File: config.mk
export PLATFORM = sky130hd
export DESIGN_NAME = qs_front
export DESIGN_NICKNAME = d
export VERILOG_FILES = /design/src/design/qs_pkg.sv /design/src/design/qs_front.sv
export SDC_FILE = /design/constraint.sdc
export NUM_CORES = 2
export LEC_CHECK = 0
export ABC_AREA = 0
export BUFFER_PORTS_ARGS = -buffer_cell sky130_fd_sc_hd__buf_4
export CAP_MARGIN = 0
export CORE_MARGIN = 2
export CORE_UTILIZATION = 30
export DETAILED_ROUTE_END_ITERATION = 10
export PLACE_DENSITY_LB_ADDON = 0.05
export SKIP_LAST_GASP = 1
export SYNTH_ARGS = -nofsm -noshare
export SYNTH_HDL_FRONTEND = slang
export SYNTH_SLANG_ARGS = --single-unit
export TNS_END_PERCENT = 10
File: constraint.sdc
create_clock -name i_clk -period 8.3 [get_ports i_clk]
set_input_delay 0.83 -clock i_clk [delete_from_list [all_inputs] [get_ports i_clk]]
set_output_delay 0.83 -clock i_clk [all_outputs]
set_load 0.02 [all_outputs]
File: src/design/qs_pkg.sv
package qs_pkg;

    localparam int FRACTION_BITS_DEF = 14;

    // cosine and threshold width, Q28 with room for 1.0
    localparam int CW       = 29;
    // weight width, Q28
    localparam int WW       = 30;
    // square root working width
    localparam int VW       = 58;
    localparam int SQ_STEPS = 29;
    // quotient bits per division
    localparam int QB       = 30;
    // division remainder width
    localparam int DW       = 61;
    localparam int NCELLS   = 15;

    localparam logic [CW-1:0] ONE_Q28   = 29'h1000_0000;
    localparam logic [CW-1:0] THR_RESET = 29'd268432772;
    localparam logic [15:0]   T_ONE     = 16'h8000;

    typedef logic [3:0][15:0] t_quat;

    typedef struct packed {
        t_quat          a;
        t_quat          b;
        logic [15:0]    t;
        logic           neg;
        logic           lin;
        logic           tone;
        logic [CW-1:0]  cs;
        logic [WW-1:0]  lo1;
        logic [WW-1:0]  lo2;
        logic [WW-1:0]  hi1;
        logic [WW-1:0]  hi2;
    } t_item;

endpackage

File: src/design/qs_front.sv
module qs_front #(
    parameter int FRACTION_BITS = qs_pkg::FRACTION_BITS_DEF
) (
    input  logic                     i_clk,
    input  logic                     i_rst_n,
    input  logic                     i_en,
    input  logic                     i_valid,
    input  qs_pkg::t_quat            i_a,
    input  qs_pkg::t_quat            i_b,
    input  logic [15:0]              i_t,
    input  logic [qs_pkg::CW-1:0]    i_thr,
    output logic                     o_valid,
    output qs_pkg::t_item            o_item
);
    localparam int SH_R = (2 * FRACTION_BITS > 28) ? 2 * FRACTION_BITS - 28 : 0;
    localparam int SH_L = (2 * FRACTION_BITS < 28) ? 28 - 2 * FRACTION_BITS : 0;
    localparam logic [63:0] RND = (64'd1 << SH_R) >> 1;

    logic                r_vld1;
    logic signed [31:0]  r_p [4];
    qs_pkg::t_quat       r_a1;
    qs_pkg::t_quat       r_b1;
    logic [15:0]         r_t1;
    logic signed [31:0]  n_p [4];
    logic [15:0]         n_t;

    logic                r_vld2;
    logic                r_neg;
    logic [32:0]         r_mag;
    qs_pkg::t_quat       r_a2;
    qs_pkg::t_quat       r_b2;
    logic [15:0]         r_t2;
    logic signed [33:0]  n_dot;
    logic [32:0]         n_mag;

    logic                r_vld3;
    qs_pkg::t_item       r_item;
    logic [63:0]         n_c64;
    logic [qs_pkg::CW-1:0] n_c;
    qs_pkg::t_item       n_item;

    // products, fraction clamp
    always_comb begin
        for (int k = 0; k < 4; k++) begin
            n_p[k] = $signed(i_a[k]) * $signed(i_b[k]);
        end
        n_t = (i_t > qs_pkg::T_ONE) ? qs_pkg::T_ONE : i_t;
    end

    // dot sum and magnitude
    always_comb begin
        n_dot = 34'(r_p[0]) + 34'(r_p[1]) + 34'(r_p[2]) + 34'(r_p[3]);
        n_mag = n_dot[33] ? 33'(-n_dot) : 33'(n_dot);
    end

    // rescale to q28, clamp, branch choice
    always_comb begin
        n_c64 = ((64'(r_mag) + RND) >> SH_R) << SH_L;
        n_c   = (n_c64 > 64'(qs_pkg::ONE_Q28)) ? qs_pkg::ONE_Q28 : n_c64[qs_pkg::CW-1:0];
        n_item      = '0;
        n_item.a    = r_a2;
        n_item.b    = r_b2;
        n_item.t    = r_t2;
        n_item.neg  = r_neg;
        n_item.lin  = n_c > i_thr;
        n_item.tone = r_t2 == qs_pkg::T_ONE;
        n_item.cs   = n_c;
        n_item.lo1  = qs_pkg::WW'(qs_pkg::ONE_Q28);
        n_item.lo2  = '0;
        n_item.hi1  = '0;
        n_item.hi2  = qs_pkg::WW'(qs_pkg::ONE_Q28);
    end

    always_ff @(posedge i_clk) begin
        if (!i_rst_n) begin
            r_vld1 <= 1'b0;
            r_vld2 <= 1'b0;
            r_vld3 <= 1'b0;
        end else if (i_en) begin
            r_vld1 <= i_valid;
            r_vld2 <= r_vld1;
            r_vld3 <= r_vld2;
        end
    end

    always_ff @(posedge i_clk) begin
        if (i_en) begin
            r_p    <= n_p;
            r_a1   <= i_a;
            r_b1   <= i_b;
            r_t1   <= n_t;
            r_neg  <= n_dot[33];
            r_mag  <= n_mag;
            r_a2   <= r_a1;
            r_b2   <= r_b1;
            r_t2   <= r_t1;
            r_item <= n_item;
        end
    end

    assign o_valid = r_vld3;
    assign o_item  = r_item;

endmodule

Yosys cells after proc, flatten, opt, wreduce, memory -nomap -nowiden
Cells that the tools add are included.

operators by class
  mux-type cells = 2
  equal/unequal tests = 1
  add/subtract/negate cells = 4
  $mul = 4
  $lt $le $gt $ge = 3

operators by type and width
  cell                  number
  $mul 16x16->32        4
  $add 33x32->34        1
  $add 34x32->34        1
  $add 32x32->33        1
  $gt 33x29->1 const B  1
  $mux 33               1
  $neg 33->33           1
  $gt 29x29->1          1
  $mux 29               1
  $eq 16x16->1 const B  1
  $gt 16x16->1 const B  1

word-level totals
  logic and storage cells = 54
  output and inout port bits = 297
  register bits after elaboration = 629

Longest topological paths before layout
  word-level depth = 5
  gate-level depth with buffers = 27
  gate-level depth less buffers = 26

Least setup slack after synthesis
OpenSTA, ideal clock, no wires.

  kind = input to register
  from = input i_b[39] (netlist name)
  to = register r_p[63] (netlist name), data pin
  slack = 1.359 ns
  data required time = 8.040 ns
  arrival time = 6.681 ns
  stages = 24
  cells stage by stage = clkbuf_1 -> nand2_1 -> fa_1 -> inv_1 -> fa_1 -> inv_1 -> fa_1 -> inv_1 -> fa_1 -> fa_1 -> inv_1 -> fa_1 -> inv_1 -> ha_1 -> a21o_1 -> a211o_1 -> nor2_1 -> a211oi_1 -> a31oi_1 -> o31ai_1 -> or4_1 -> a31o_2 -> a31oi_1 -> xnor2_1

RTL lines
  element                 line            source
  start: declaration      qs_front.sv:9   input qs_pkg::t_quat i_b,
  end signal: assignment  qs_front.sv:88  r_p <= n_p;
  end: declaration        qs_front.sv:20  logic signed [31:0] r_p [4];

==> impl_metrics.ini <==
[status]
outcome = finished, final reports clean

[clocking]
hold_buffers = 0
cts_tree = built
cts_buffer_depth = 3
h-tree-depth = 3
cts_made_buffers = 81
clkLatencyLatePin_ns = 0.71
root_buffer = clkbuf_16
post-cts-setup-buffers = 0
cts-resized-gates = 0
cts_sinks = 629
clk_pin_slew_worst_paths_ns = 0.06

[yosys]
synthFlopType = edfxtp_1
synth_area_leaders = fa_1, edfxtp_1, ha_1
yosysWarnings = 0
synth-edff-count = 626
ys_ff_latch = 629
yosys-top-cells-count = inv_1, fa_1, edfxtp_1, nand2_1, and2_1
yosysTopAreaCell = fa_1
syn_area_sq_um = 63500
async_flop_share_pct = 0
avgSynthCellArea_sq_um = 11.3
yosysTopAreaCellShare_pct = 35.1
yosysSeqAreaShare_pct = 29.7
yosysMostFrequentCell = inv_1
syn_inst = 5600
synth.distinct_cells = 73

[detailed_routing]
drc = 0
first_iter_violations = 2003
antenna_left = 0
wl_per_cell_um = 19.1
wl_um = 167000
vias = 38500
drt-pass1-iter-count = 5
via_per_inst = 4.39

[floorplanning]
die_width_um = 464
fp-row-count = 168
start_util_pct = 30.2
die_h_um = 464
core_area_sq_um = 210000
io_pins = 474
dieArea_sq_um = 215000

[critical_path]
cp_slowest_cell = fa_1
cp_top_family = adder cells
worst_path_most_repeated_cell = fa_1
cp-start-kind = input pin
crit_type = input pin to flip-flop
timing.critical_path.cells = buf_4, and2_1, fa_1, inv_1, fa_1, fa_1, inv_1, fa_1, fa_1, inv_1, fa_1, inv_1, ha_1, and3_1, nand2_1, o31ai_1, buf_4, a21boi_0, a211o_1, a311oi_1, and2_1, o21ai_0, a221oi_1
cp_data_required_time_ns = 8.69
arrival_ns = 7.24
crit_buf_inv = 6
crit_fanout = 17
critPathMaxStageDelay_ns = 0.54
end_kind = flip-flop

[timing]
post-route-min-period_ns = 6.85
setup_tns_ns = 0
fin_crit_sh_pct = 82.5
fin_skew_ns = 0.0599
setup_violations = 0
max_freq_ghz = 0.146
tightest_slew_ns = 1.24
rsz0062_at_grt = no
relSlewSlack_pct = 17.5
slew_violations = 0
finalHoldViolations = 0

[run]
drv_cap = 0

[finish]
drive_above_1_share_pct = 8.46
final_util_pct = 34.1
final_area_sq_um = 71600
multiInputGateArea_sq_um = 39100
nFillCells = 21300
seqCellArea_sq_um = 18900
area_growth_pct = 12.8
nets = 7584

[global_route]
grt_max_degree = 151
antenna_found_initial = 6
grt_usage_pct = 16.0
grt_pass1_wl_um = 263000
overflow = 0
grt_pass1_vias = 42500

[placement]
hpwlAfterDp_um = 133000
io_buffers = 353
routabilityCongestion = 0.797
placed_cell_area_sq_um = 68800

[hold_path]
hold_path.class = input pin to flip-flop
cell families after synthesis:
logic type	synth area share [%]
flip-flops	29.7
AO/OA/AOI/OAI	4.22
multiplexers	0.0473
AND/OR/NAND/NOR	11.1
buffers and inverters	9.37
XOR/XNOR	2.76
other	0.0118
adder cells (fa/ha/maj)	42.8
cell usage in the layout (no fill, tap or decap), drive strengths merged, types with 26 or more instances in the layout:
master,n
a21o,78
fa,1113
conb,120
a21oi,119
nand2,542
o21ai,70
nand2b,36
xor2,51
nor2b,33
edfxtp,626
inv,1205
buf,367
nor2,129
xnor2,149
nand3,26
ha,391
clkinv,32
and2,523
nor3,28
clkbuf,92
metrics by stage:
step,worst slack (ns),instances,hold WS [ns]
after global routing,1.04,8775,0.337
final,1.45,8775,0.365
after CTS,1.52,8772,0.292
after global placement,0.747,8625,0.400
after floorplan,1.36,5718,0.400
after detailed placement,0.794,8625,0.405
final timing paths:
kind | from | to | slack (ns) | cells past startpoint
setup / recovery | i_a[56] | r_p[29]$_DFFE_PP_ | 1.45 | 23
hold / removal | i_rst_n | r_vld2$_SDFFE_PN0P_ | 0.37 | 2
setup reg to reg | r_p[1]$_DFFE_PP_ | r_mag[28]$_DFFE_PP_ | 1.84 | 17
hold reg to reg | n_item[282]$_DFFE_PP_ | o_item[282]$_DFFE_PP_ | 0.40 | 0
routing by layer:
layer / GRT usage [%] / vias to the layer above / part of all wire (%)
met5: 0 / - / 0.0066
met4: 3.41 / 2 / 1.7
met3: 2.09 / 119 / 3.7
met2: 26.4 / 643 / 48
met1: 22.3 / 20000 / 46
li1: - / 17700 / -
final cells by class:
type,instances,share of cell area [%]
Multi-Input combinational cell,3625,54.6
Sequential cell,629,26.3
Inverter,1199,6.28
Timing Repair Buffer,367,3.91
Antenna cell,3,0.0105
Clock inverter,55,1.07
Clock buffer,92,2.89
Tap cell,2805,4.90
state kept, by name (all words and copies together) (netlist names):
register,count
r_neg,1
o_item,176
n_item,128
r_b1,64
r_t2,16
r_t1,16
r_vld2,1
r_a1,64
r_mag,33
o_valid,1
r_p,128
r_vld1,1
Power is not shown: default switching activity piles up to over one toggle a cycle in this logic, so the estimate is an artifact.
